--- config.mk ---
export PLATFORM = sky130hd
export DESIGN_NAME = aes_control
export DESIGN_NICKNAME = d
export VERILOG_FILES = /design/src/sv/aes_pkg.sv /design/src/sv/aes_control.sv
export SDC_FILE = /design/constraint.sdc
export NUM_CORES = 1
export LEC_CHECK = 0
export BUFFER_PORTS_ARGS = -buffer_cell sky130_fd_sc_hd__buf_2
export CAP_MARGIN = 0
export CORE_UTILIZATION = 58
export CTS_BUF_LIST = sky130_fd_sc_hd__clkbuf_8
export DETAILED_ROUTE_END_ITERATION = 12
export GPL_TIMING_DRIVEN = 0
export PLACE_DENSITY = 0.87
export SLEW_MARGIN = 20
export SYNTH_ARGS = -nofsm -noshare
export SYNTH_HDL_FRONTEND = slang
export SYNTH_SLANG_ARGS = --single-unit
--- constraint.sdc ---
create_clock -name clk -period 3.1 [get_ports clk]
set_input_delay 0.62 -clock clk [delete_from_list [all_inputs] [get_ports clk]]
set_output_delay 0.62 -clock clk [all_outputs]
set_load 0.02 [all_outputs]
--- src/sv/aes_pkg.sv ---
// Package: payload types, controller types, S-box tables and round functions of the AES core.
`default_nettype none
package aes_pkg;

	localparam int BlockW    = 128;
	localparam int HalfW     = 64;
	localparam int WordW     = 32;
	localparam int RkRows    = 15;
	localparam int RkAddrW   = 4;
	localparam int WordIdxW  = 6;
	localparam int CfgIndexW = 3;

	localparam logic [CfgIndexW-1:0] REG_KEY_SIZE  = 3'd0;
	localparam logic [CfgIndexW-1:0] REG_KEY_WORD0 = 3'd1;
	localparam logic [CfgIndexW-1:0] REG_KEY_WORD1 = 3'd2;
	localparam logic [CfgIndexW-1:0] REG_KEY_WORD2 = 3'd3;
	localparam logic [CfgIndexW-1:0] REG_KEY_WORD3 = 3'd4;

	localparam logic [1:0] KS_128 = 2'd0;
	localparam logic [1:0] KS_192 = 2'd1;
	localparam logic [1:0] KS_256 = 2'd2;
	localparam logic [1:0] KS_ALT = 2'd3;

	localparam logic [7:0] GF_POLY = 8'h1b;

	typedef struct packed {
		logic             mode;
		logic [HalfW-1:0] block_high;
		logic [HalfW-1:0] block_low;
	} in_item_t;

	typedef struct packed {
		logic [HalfW-1:0] result_high;
		logic [HalfW-1:0] result_low;
	} out_item_t;

	typedef enum logic [2:0] {
		ST_IDLE,
		ST_EXPAND,
		ST_KEY0,
		ST_ROUND,
		ST_DONE
	} ctl_state_t;

	typedef struct packed {
		logic                load;
		logic                key0;
		logic                round;
		logic                last;
		logic                dec;
		logic                exp_start;
		logic                exp_step;
		logic [WordIdxW-1:0] exp_idx;
		logic [RkAddrW-1:0]  rk_addr;
		logic                out_load;
	} dp_cmd_t;

	typedef struct packed {
		logic [3:0] nr;
	} dp_stat_t;

	localparam logic [0:255][7:0] SBOX = {
		8'h63,8'h7c,8'h77,8'h7b,8'hf2,8'h6b,8'h6f,8'hc5,8'h30,8'h01,8'h67,8'h2b,8'hfe,8'hd7,8'hab,8'h76,
		8'hca,8'h82,8'hc9,8'h7d,8'hfa,8'h59,8'h47,8'hf0,8'had,8'hd4,8'ha2,8'haf,8'h9c,8'ha4,8'h72,8'hc0,
		8'hb7,8'hfd,8'h93,8'h26,8'h36,8'h3f,8'hf7,8'hcc,8'h34,8'ha5,8'he5,8'hf1,8'h71,8'hd8,8'h31,8'h15,
		8'h04,8'hc7,8'h23,8'hc3,8'h18,8'h96,8'h05,8'h9a,8'h07,8'h12,8'h80,8'he2,8'heb,8'h27,8'hb2,8'h75,
		8'h09,8'h83,8'h2c,8'h1a,8'h1b,8'h6e,8'h5a,8'ha0,8'h52,8'h3b,8'hd6,8'hb3,8'h29,8'he3,8'h2f,8'h84,
		8'h53,8'hd1,8'h00,8'hed,8'h20,8'hfc,8'hb1,8'h5b,8'h6a,8'hcb,8'hbe,8'h39,8'h4a,8'h4c,8'h58,8'hcf,
		8'hd0,8'hef,8'haa,8'hfb,8'h43,8'h4d,8'h33,8'h85,8'h45,8'hf9,8'h02,8'h7f,8'h50,8'h3c,8'h9f,8'ha8,
		8'h51,8'ha3,8'h40,8'h8f,8'h92,8'h9d,8'h38,8'hf5,8'hbc,8'hb6,8'hda,8'h21,8'h10,8'hff,8'hf3,8'hd2,
		8'hcd,8'h0c,8'h13,8'hec,8'h5f,8'h97,8'h44,8'h17,8'hc4,8'ha7,8'h7e,8'h3d,8'h64,8'h5d,8'h19,8'h73,
		8'h60,8'h81,8'h4f,8'hdc,8'h22,8'h2a,8'h90,8'h88,8'h46,8'hee,8'hb8,8'h14,8'hde,8'h5e,8'h0b,8'hdb,
		8'he0,8'h32,8'h3a,8'h0a,8'h49,8'h06,8'h24,8'h5c,8'hc2,8'hd3,8'hac,8'h62,8'h91,8'h95,8'he4,8'h79,
		8'he7,8'hc8,8'h37,8'h6d,8'h8d,8'hd5,8'h4e,8'ha9,8'h6c,8'h56,8'hf4,8'hea,8'h65,8'h7a,8'hae,8'h08,
		8'hba,8'h78,8'h25,8'h2e,8'h1c,8'ha6,8'hb4,8'hc6,8'he8,8'hdd,8'h74,8'h1f,8'h4b,8'hbd,8'h8b,8'h8a,
		8'h70,8'h3e,8'hb5,8'h66,8'h48,8'h03,8'hf6,8'h0e,8'h61,8'h35,8'h57,8'hb9,8'h86,8'hc1,8'h1d,8'h9e,
		8'he1,8'hf8,8'h98,8'h11,8'h69,8'hd9,8'h8e,8'h94,8'h9b,8'h1e,8'h87,8'he9,8'hce,8'h55,8'h28,8'hdf,
		8'h8c,8'ha1,8'h89,8'h0d,8'hbf,8'he6,8'h42,8'h68,8'h41,8'h99,8'h2d,8'h0f,8'hb0,8'h54,8'hbb,8'h16
	};

	localparam logic [0:255][7:0] INV_SBOX = {
		8'h52,8'h09,8'h6a,8'hd5,8'h30,8'h36,8'ha5,8'h38,8'hbf,8'h40,8'ha3,8'h9e,8'h81,8'hf3,8'hd7,8'hfb,
		8'h7c,8'he3,8'h39,8'h82,8'h9b,8'h2f,8'hff,8'h87,8'h34,8'h8e,8'h43,8'h44,8'hc4,8'hde,8'he9,8'hcb,
		8'h54,8'h7b,8'h94,8'h32,8'ha6,8'hc2,8'h23,8'h3d,8'hee,8'h4c,8'h95,8'h0b,8'h42,8'hfa,8'hc3,8'h4e,
		8'h08,8'h2e,8'ha1,8'h66,8'h28,8'hd9,8'h24,8'hb2,8'h76,8'h5b,8'ha2,8'h49,8'h6d,8'h8b,8'hd1,8'h25,
		8'h72,8'hf8,8'hf6,8'h64,8'h86,8'h68,8'h98,8'h16,8'hd4,8'ha4,8'h5c,8'hcc,8'h5d,8'h65,8'hb6,8'h92,
		8'h6c,8'h70,8'h48,8'h50,8'hfd,8'hed,8'hb9,8'hda,8'h5e,8'h15,8'h46,8'h57,8'ha7,8'h8d,8'h9d,8'h84,
		8'h90,8'hd8,8'hab,8'h00,8'h8c,8'hbc,8'hd3,8'h0a,8'hf7,8'he4,8'h58,8'h05,8'hb8,8'hb3,8'h45,8'h06,
		8'hd0,8'h2c,8'h1e,8'h8f,8'hca,8'h3f,8'h0f,8'h02,8'hc1,8'haf,8'hbd,8'h03,8'h01,8'h13,8'h8a,8'h6b,
		8'h3a,8'h91,8'h11,8'h41,8'h4f,8'h67,8'hdc,8'hea,8'h97,8'hf2,8'hcf,8'hce,8'hf0,8'hb4,8'he6,8'h73,
		8'h96,8'hac,8'h74,8'h22,8'he7,8'had,8'h35,8'h85,8'he2,8'hf9,8'h37,8'he8,8'h1c,8'h75,8'hdf,8'h6e,
		8'h47,8'hf1,8'h1a,8'h71,8'h1d,8'h29,8'hc5,8'h89,8'h6f,8'hb7,8'h62,8'h0e,8'haa,8'h18,8'hbe,8'h1b,
		8'hfc,8'h56,8'h3e,8'h4b,8'hc6,8'hd2,8'h79,8'h20,8'h9a,8'hdb,8'hc0,8'hfe,8'h78,8'hcd,8'h5a,8'hf4,
		8'h1f,8'hdd,8'ha8,8'h33,8'h88,8'h07,8'hc7,8'h31,8'hb1,8'h12,8'h10,8'h59,8'h27,8'h80,8'hec,8'h5f,
		8'h60,8'h51,8'h7f,8'ha9,8'h19,8'hb5,8'h4a,8'h0d,8'h2d,8'he5,8'h7a,8'h9f,8'h93,8'hc9,8'h9c,8'hef,
		8'ha0,8'he0,8'h3b,8'h4d,8'hae,8'h2a,8'hf5,8'hb0,8'hc8,8'heb,8'hbb,8'h3c,8'h83,8'h53,8'h99,8'h61,
		8'h17,8'h2b,8'h04,8'h7e,8'hba,8'h77,8'hd6,8'h26,8'he1,8'h69,8'h14,8'h63,8'h55,8'h21,8'h0c,8'h7d
	};

	function automatic logic [7:0] xt(input logic [7:0] v);
		return {v[6:0], 1'b0} ^ (v[7] ? GF_POLY : 8'h00);
	endfunction

	// coefficient select: forward {2,3,1,1}, inverse {e,b,d,9}
	function automatic logic [7:0] mulc(input logic [7:0] a, input int sel, input logic inv);
		logic [7:0] x2, x4, x8, res;
		x2 = xt(a);
		x4 = xt(x2);
		x8 = xt(x4);
		res = a;
		if (!inv) begin
			case (sel)
				0: res = x2;
				1: res = x2 ^ a;
				default: res = a;
			endcase
		end else begin
			case (sel)
				0: res = x8 ^ x4 ^ x2;
				1: res = x8 ^ x2 ^ a;
				2: res = x8 ^ x4 ^ a;
				default: res = x8 ^ a;
			endcase
		end
		return res;
	endfunction

	function automatic logic [7:0] get_byte(input logic [BlockW-1:0] s, input int k);
		return s[BlockW-1-8*k -: 8];
	endfunction

	function automatic logic [WordW-1:0] sub_word(input logic [WordW-1:0] w);
		return {SBOX[w[31:24]], SBOX[w[23:16]], SBOX[w[15:8]], SBOX[w[7:0]]};
	endfunction

	function automatic logic [BlockW-1:0] sub_shift(input logic [BlockW-1:0] s, input logic inv);
		logic [BlockW-1:0] t;
		t = '0;
		for (int c = 0; c < 4; c++) begin
			for (int r = 0; r < 4; r++) begin
				if (inv)
					t[BlockW-1-8*(c*4+r) -: 8] = INV_SBOX[get_byte(s, ((c+4-r)%4)*4+r)];
				else
					t[BlockW-1-8*(c*4+r) -: 8] = SBOX[get_byte(s, ((c+r)%4)*4+r)];
			end
		end
		return t;
	endfunction

	function automatic logic [BlockW-1:0] mix(input logic [BlockW-1:0] s, input logic inv);
		logic [BlockW-1:0] t;
		logic [7:0] acc;
		t = '0;
		for (int c = 0; c < 4; c++) begin
			for (int r = 0; r < 4; r++) begin
				acc = 8'h00;
				for (int k = 0; k < 4; k++)
					acc = acc ^ mulc(get_byte(s, c*4+k), (k+4-r)%4, inv);
				t[BlockW-1-8*(c*4+r) -: 8] = acc;
			end
		end
		return t;
	endfunction

endpackage
`default_nettype wire

--- src/sv/aes_control.sv ---
// Controller: sequences key expansion, rounds and the output handshake.
`default_nettype none
module aes_control import aes_pkg::*; (
	input  wire logic                 clk,
	input  wire logic                 arst_n,
	input  wire logic                 cfg_we,
	input  wire logic [CfgIndexW-1:0] cfg_index,
	input  wire logic                 in_valid,
	input  wire logic                 in_mode,
	output logic                      in_ready,
	output logic                      out_valid,
	input  wire logic                 out_ready,
	input  wire dp_stat_t             stat,
	output dp_cmd_t                   cmd
);
	ctl_state_t          state_q, state_d;
	logic                sched_q;
	logic                dec_q, dec_d;
	logic [3:0]          rnd_q, rnd_d;
	logic [WordIdxW-1:0] idx_q, idx_d;
	logic                cfg_hit;
	logic                exp_done;

	assign cfg_hit  = cfg_we && (cfg_index <= REG_KEY_WORD3);
	assign exp_done = (idx_q == {stat.nr, 2'b11});

	always_ff @(posedge clk or negedge arst_n) begin
		if (!arst_n) begin
			state_q   <= ST_IDLE;
			sched_q   <= 1'b0;
			dec_q     <= 1'b0;
			rnd_q     <= '0;
			idx_q     <= '0;
			out_valid <= 1'b0;
		end else begin
			state_q <= state_d;
			dec_q   <= dec_d;
			rnd_q   <= rnd_d;
			idx_q   <= idx_d;
			if (cfg_hit)
				sched_q <= 1'b0;
			else if (state_q == ST_EXPAND && exp_done)
				sched_q <= 1'b1;
			if (cmd.out_load)
				out_valid <= 1'b1;
			else if (out_ready)
				out_valid <= 1'b0;
		end
	end

	always_comb begin
		state_d  = state_q;
		dec_d    = dec_q;
		rnd_d    = rnd_q;
		idx_d    = idx_q;
		in_ready = 1'b0;
		cmd      = '0;
		cmd.dec  = dec_q;
		cmd.exp_idx = idx_q;
		cmd.last = (rnd_q == stat.nr);
		case (state_q)
			ST_IDLE: begin
				if (!sched_q) begin
					if (in_valid && !cfg_hit) begin
						cmd.exp_start = 1'b1;
						idx_d   = '0;
						state_d = ST_EXPAND;
					end
				end else begin
					in_ready = 1'b1;
					if (in_valid) begin
						cmd.load    = 1'b1;
						dec_d       = in_mode;
						cmd.rk_addr = in_mode ? stat.nr : '0;
						state_d     = ST_KEY0;
					end
				end
			end
			ST_EXPAND: begin
				// a key or key-size register write mid-expansion restarts it from idle
				if (cfg_hit) begin
					state_d = ST_IDLE;
				end else begin
					cmd.exp_step = 1'b1;
					idx_d = idx_q + WordIdxW'(1);
					if (exp_done)
						state_d = ST_IDLE;
				end
			end
			ST_KEY0: begin
				cmd.key0    = 1'b1;
				cmd.rk_addr = dec_q ? stat.nr - 4'd1 : 4'd1;
				rnd_d       = 4'd1;
				state_d     = ST_ROUND;
			end
			ST_ROUND: begin
				cmd.round   = 1'b1;
				cmd.rk_addr = dec_q ? stat.nr - rnd_q - 4'd1 : rnd_q + 4'd1;
				rnd_d       = rnd_q + 4'd1;
				if (cmd.last)
					state_d = ST_DONE;
			end
			ST_DONE: begin
				if (!out_valid || out_ready) begin
					cmd.out_load = 1'b1;
					state_d = ST_IDLE;
				end
			end
			default: state_d = ST_IDLE;
		endcase
	end
endmodule
`default_nettype wire

# ---- Word-level counts from Yosys, hierarchy flattened
# Cells that the tools add are included.
dict set report totals {
  reg_bits 16
  output_inout_bits 20
}
dict set report op_classes {
  addsub 5
  order_cmp 1
  n_eq_ne 14
  n_mux 37
  n_reduce_logical 14
}
# cell count
set ops {}
lappend ops {{$mux W3} 7}
lappend ops {{$mux W4} 5}
lappend ops {{$mux W1} 18}
lappend ops {{$mux W6} 3}
lappend ops {{$pmux W3 S5} 1}
lappend ops {{$pmux W4 S3} 1}
lappend ops {{$pmux W6 S2} 1}
lappend ops {{$ne A2 B2 Y1 const B} 5}
lappend ops {{$ne A3 B3 Y1 const B} 3}
lappend ops {{$pmux W4 S2} 1}
lappend ops {{$reduce_bool A2 Y1} 4}
lappend ops {{$sub A4 B1 Y4 const B} 2}
lappend ops {{$add A6 B1 Y6 const B} 1}
lappend ops {{$eq A3 B2 Y1 const B} 2}
lappend ops {{$eq A6 B6 Y1} 1}
lappend ops {{$reduce_and A5 Y1} 1}
lappend ops {{$add A4 B1 Y4 const B} 1}
lappend ops {{$eq A4 B4 Y1} 1}
lappend ops {{$reduce_and A4 Y1} 1}
lappend ops {{$sub A4 B4 Y4} 1}
lappend ops {{$eq A3 B1 Y1 const B} 1}
lappend ops {{$eq A3 B3 Y1 const B} 1}
lappend ops {{$le A3 B3 Y1 const B} 1}
lappend ops {{$logic_and A1 B1 Y1} 3}
lappend ops {{4 further kinds} 5}

# ---- Longest topological paths before layout
dict set report logic_depth {
  ltp_word 7
  ltp_mapped 8
}

# ---- Least setup slack after synthesis
# No wires, ideal clock.
dict set report synth_path {
  path_type {input to output}
  startpoint {input stat[2] in the netlist's numbering}
  endpoint {output cmd[4] in the netlist's numbering}
  arrival_ns 2.115
  required_ns 2.480
  setup_slack_ns 0.365
  cell_stages 6
  cell_sequence {ha_1 > or4b_4 > o211ai_2 > nor3_2 > xnor2_1 > o221ai_1}
}
# item line
set synth_rtl {}
lappend synth_rtl {{start: declaration} aes_control.sv:13} ;# input wire dp_stat_t stat,
lappend synth_rtl {{end: declaration} aes_control.sv:14} ;# output dp_cmd_t cmd

==> flow_summary.json <==
{
  "dpl.hpwl_um": 2180,
  "grt_max_degree": 17,
  "wire_per_inst_um": 13.6,
  "nets": 204,
  "drt_first_iter_violations": 27,
  "ios": 33,
  "synthArstFlopShare_pct": 100,
  "worstPathArrival_ns": 2.32,
  "synth_area_leaders": "dfrtp_1 32%, xor2_1 6.4%, ha_1 6.1%",
  "grt_use_total_pct": 27.4,
  "synth_cell_types": 39,
  "antenna_cells": 0,
  "yosysMostFrequentCell": "dfrtp_1",
  "syn_nets": 168,
  "hold_violations": 0,
  "final-setup-viol-count": 0,
  "cts_tree": "done",
  "syn_area_um2": 1240,
  "drtPass1Iterations": 4,
  "drive_gt1_share_pct": 25.7,
  "cp.required_ns": 2.48,
  "rows": 16,
  "die_x_um": 48.2,
  "antenna_found_initial": 0,
  "port_buffers": 31,
  "p_leak_uw": 0.000769,
  "end_kind": "output pin",
  "routed_wl_um": 2860,
  "grt.overflow.total": 0,
  "synth_edf_count": 0,
  "postCtsHoldBufs": 0,
  "fin_skew_ns": 0.00332,
  "grt_pass1_wl_um": 4310,
  "max-cap-violations": 0,
  "slew_violations": 0,
  "via_count": 1169,
  "final.setup.tns_ns": 0,
  "core-area_um2": 1980,
  "worstSkewPairLatency_ns": 0.25,
  "period_needed_ns": 2.94,
  "drtAntennaViolNets": 0,
  "cts_made_buffers": 3,
  "power.density_nw_per_um2": 560,
  "critPathKind": "in2out",
  "max-vdd-ir-drop_v": 0.000466,
  "grt_pass1_vias": 947,
  "synth_top_area_share_pct": 32.4,
  "crit_path_start_kind": "input port",
  "cts_root_buf": "clkbuf_8",
  "initial_utilization_pct": 62.4,
  "status": "completed",
  "vias_per_cell": 5.57,
  "slew-limit-headroom_pct": 68.0,
  "fin_crit_sh_pct": 94.9,
  "worst_pin_slew_ns": 0.479,
  "clk_path_buf_depth": 2,
  "area_delta_synth_final_pct": 19.7,
  "fin_util_pct": 74.7,
  "p_total_uw": 829,
  "hold_class": "in2async",
  "gp_congestion": 0.927,
  "postCtsSetupBuffers": 0,
  "fillers": 159,
  "synthTopCellsByCount": "16 x dfrtp_1, 15 x nor2_1, 14 x inv_1, 12 x nand2_1",
  "synthFlopType": "dfrtp_1",
  "syn_area_per_cell_um2": 8.35,
  "cts-resized-gates": 0,
  "rsz0062_at_grt": "false",
  "dieArea_um2": 2320,
  "ys_seq_area_share_pct": 32.4,
  "numClockSinks": 16,
  "synth_warnings": 0,
  "yosys.area.top_type": "dfrtp_1",
  "synth_cells": 148,
  "path_max_fanout": 5,
  "clk_pin_slew_ns": 0.06,
  "route.detailed.drc": 0,
  "die_h_um": 48.2,
  "cts_max_level": 1,
  "fmax_mhz": 340,
  "synth-seq-cells": 16
}
-- layout by cell type, fill, tap and decap left out, drive strengths merged --
cell	n
o21ai	13
nor4	1
nand3	5
or4b	1
nor3	4
o22ai	2
fa	1
a211oi	1
nor2	15
and2	3
o221ai	1
nand2b	3
a221oi	1
inv	14
xnor2	3
clkbuf	7
or2	2
o32ai	1
dfrtp	16
a21oi	11
nor2b	1
and3	4
a31oi	2
o211ai	1
mux2	1
mux2i	1
buf	36
nand2	12
nand4	3
ha	6
nor4b	2
xor2	9
-- cell type report --
class	instances	area (um^2)	share of cell area, %
multi-input combinational	110	721	48.7
sequential	16	400	27.0
timing repair buffer	31	155	10.5
buffer	8	62.6	4.23
clock buffer	4	55.1	3.72
inverter	14	52.6	3.55
tap	27	33.8	2.28
-- worst max-delay path, stage by stage --
cell and delay (ns):
buf_2 0.14, ha_1 0.36, or4b_4 0.53, o211ai_2 0.09, nor3_2 0.07, xnor2_1 0.12, o221ai_1 0.19, buf_2 0.20
-- layer usage --
metal	vias up	share of wire, %	track usage, %
met5	-	0	0
met4	0	1.3	10.0
met3	5	4.2	4.81
met2	33	51	44.8
met1	547	44	36.3
li1	584	-	-
-- report_power, final --
group	switching, uW	internal [uW]	total (uW)
combinational	207	136	343
sequential	52.4	247	300
clock	73.8	113	187
-- through the flow --
stage / setup WS (ns) / std cells / hold slack (ns) / cell area [um^2]
floorplan: 0.365 / 148 / 0.324 / 1240
global route: 0.0996 / 210 / 0.299 / 1480
global placement: 0.204 / 206 / 0.503 / 1430
CTS: 0.159 / 210 / 0.283 / 1480
detailed placement: 0.159 / 206 / 0.516 / 1430
finish: 0.159 / 210 / 0.272 / 1480
-- worst paths after layout --
check / depth (start not counted) / end / slack (ns) / from
hold / removal: 1 / sched_q$_DFFE_PN0P_ / 0.27 / arst_n
min in group clk: 1 / idx_q[0]$_DFFE_PN0P_ / 0.52 / idx_q[0]$_DFFE_PN0P_
setup / recovery: 8 / cmd[4] / 0.16 / stat[2]
max in group asynchronous: 1 / dec_q$_DFFE_PN0P_ / 2.56 / arst_n
setup reg to reg: 6 / idx_q[4]$_DFFE_PN0P_ / 1.53 / state_q[2]$_DFFE_PN0P_
hold reg to reg: 1 / idx_q[0]$_DFFE_PN0P_ / 0.52 / idx_q[0]$_DFFE_PN0P_
-- logic make-up after synthesis --
logic type | count (synthesis) | share of synthesized area, %
XOR/XNOR | 12 | 8.50
AND/OR/NAND/NOR | 56 | 23.5
AO/OA/AOI/OAI | 33 | 16.9
flip-flops | 16 | 32.4
multiplexers | 2 | 1.72
adder cells (fa/ha/maj) | 7 | 7.69
buffers and inverters | 22 | 9.31
-- sequential cells by signal (all words and copies together), names as in the netlist --
name and cells:
dec_q 1, sched_q 1, idx_q 6, state_q 3, out_valid 1, rnd_q 4
Note: power is estimated with default switching activity, not from simulation.
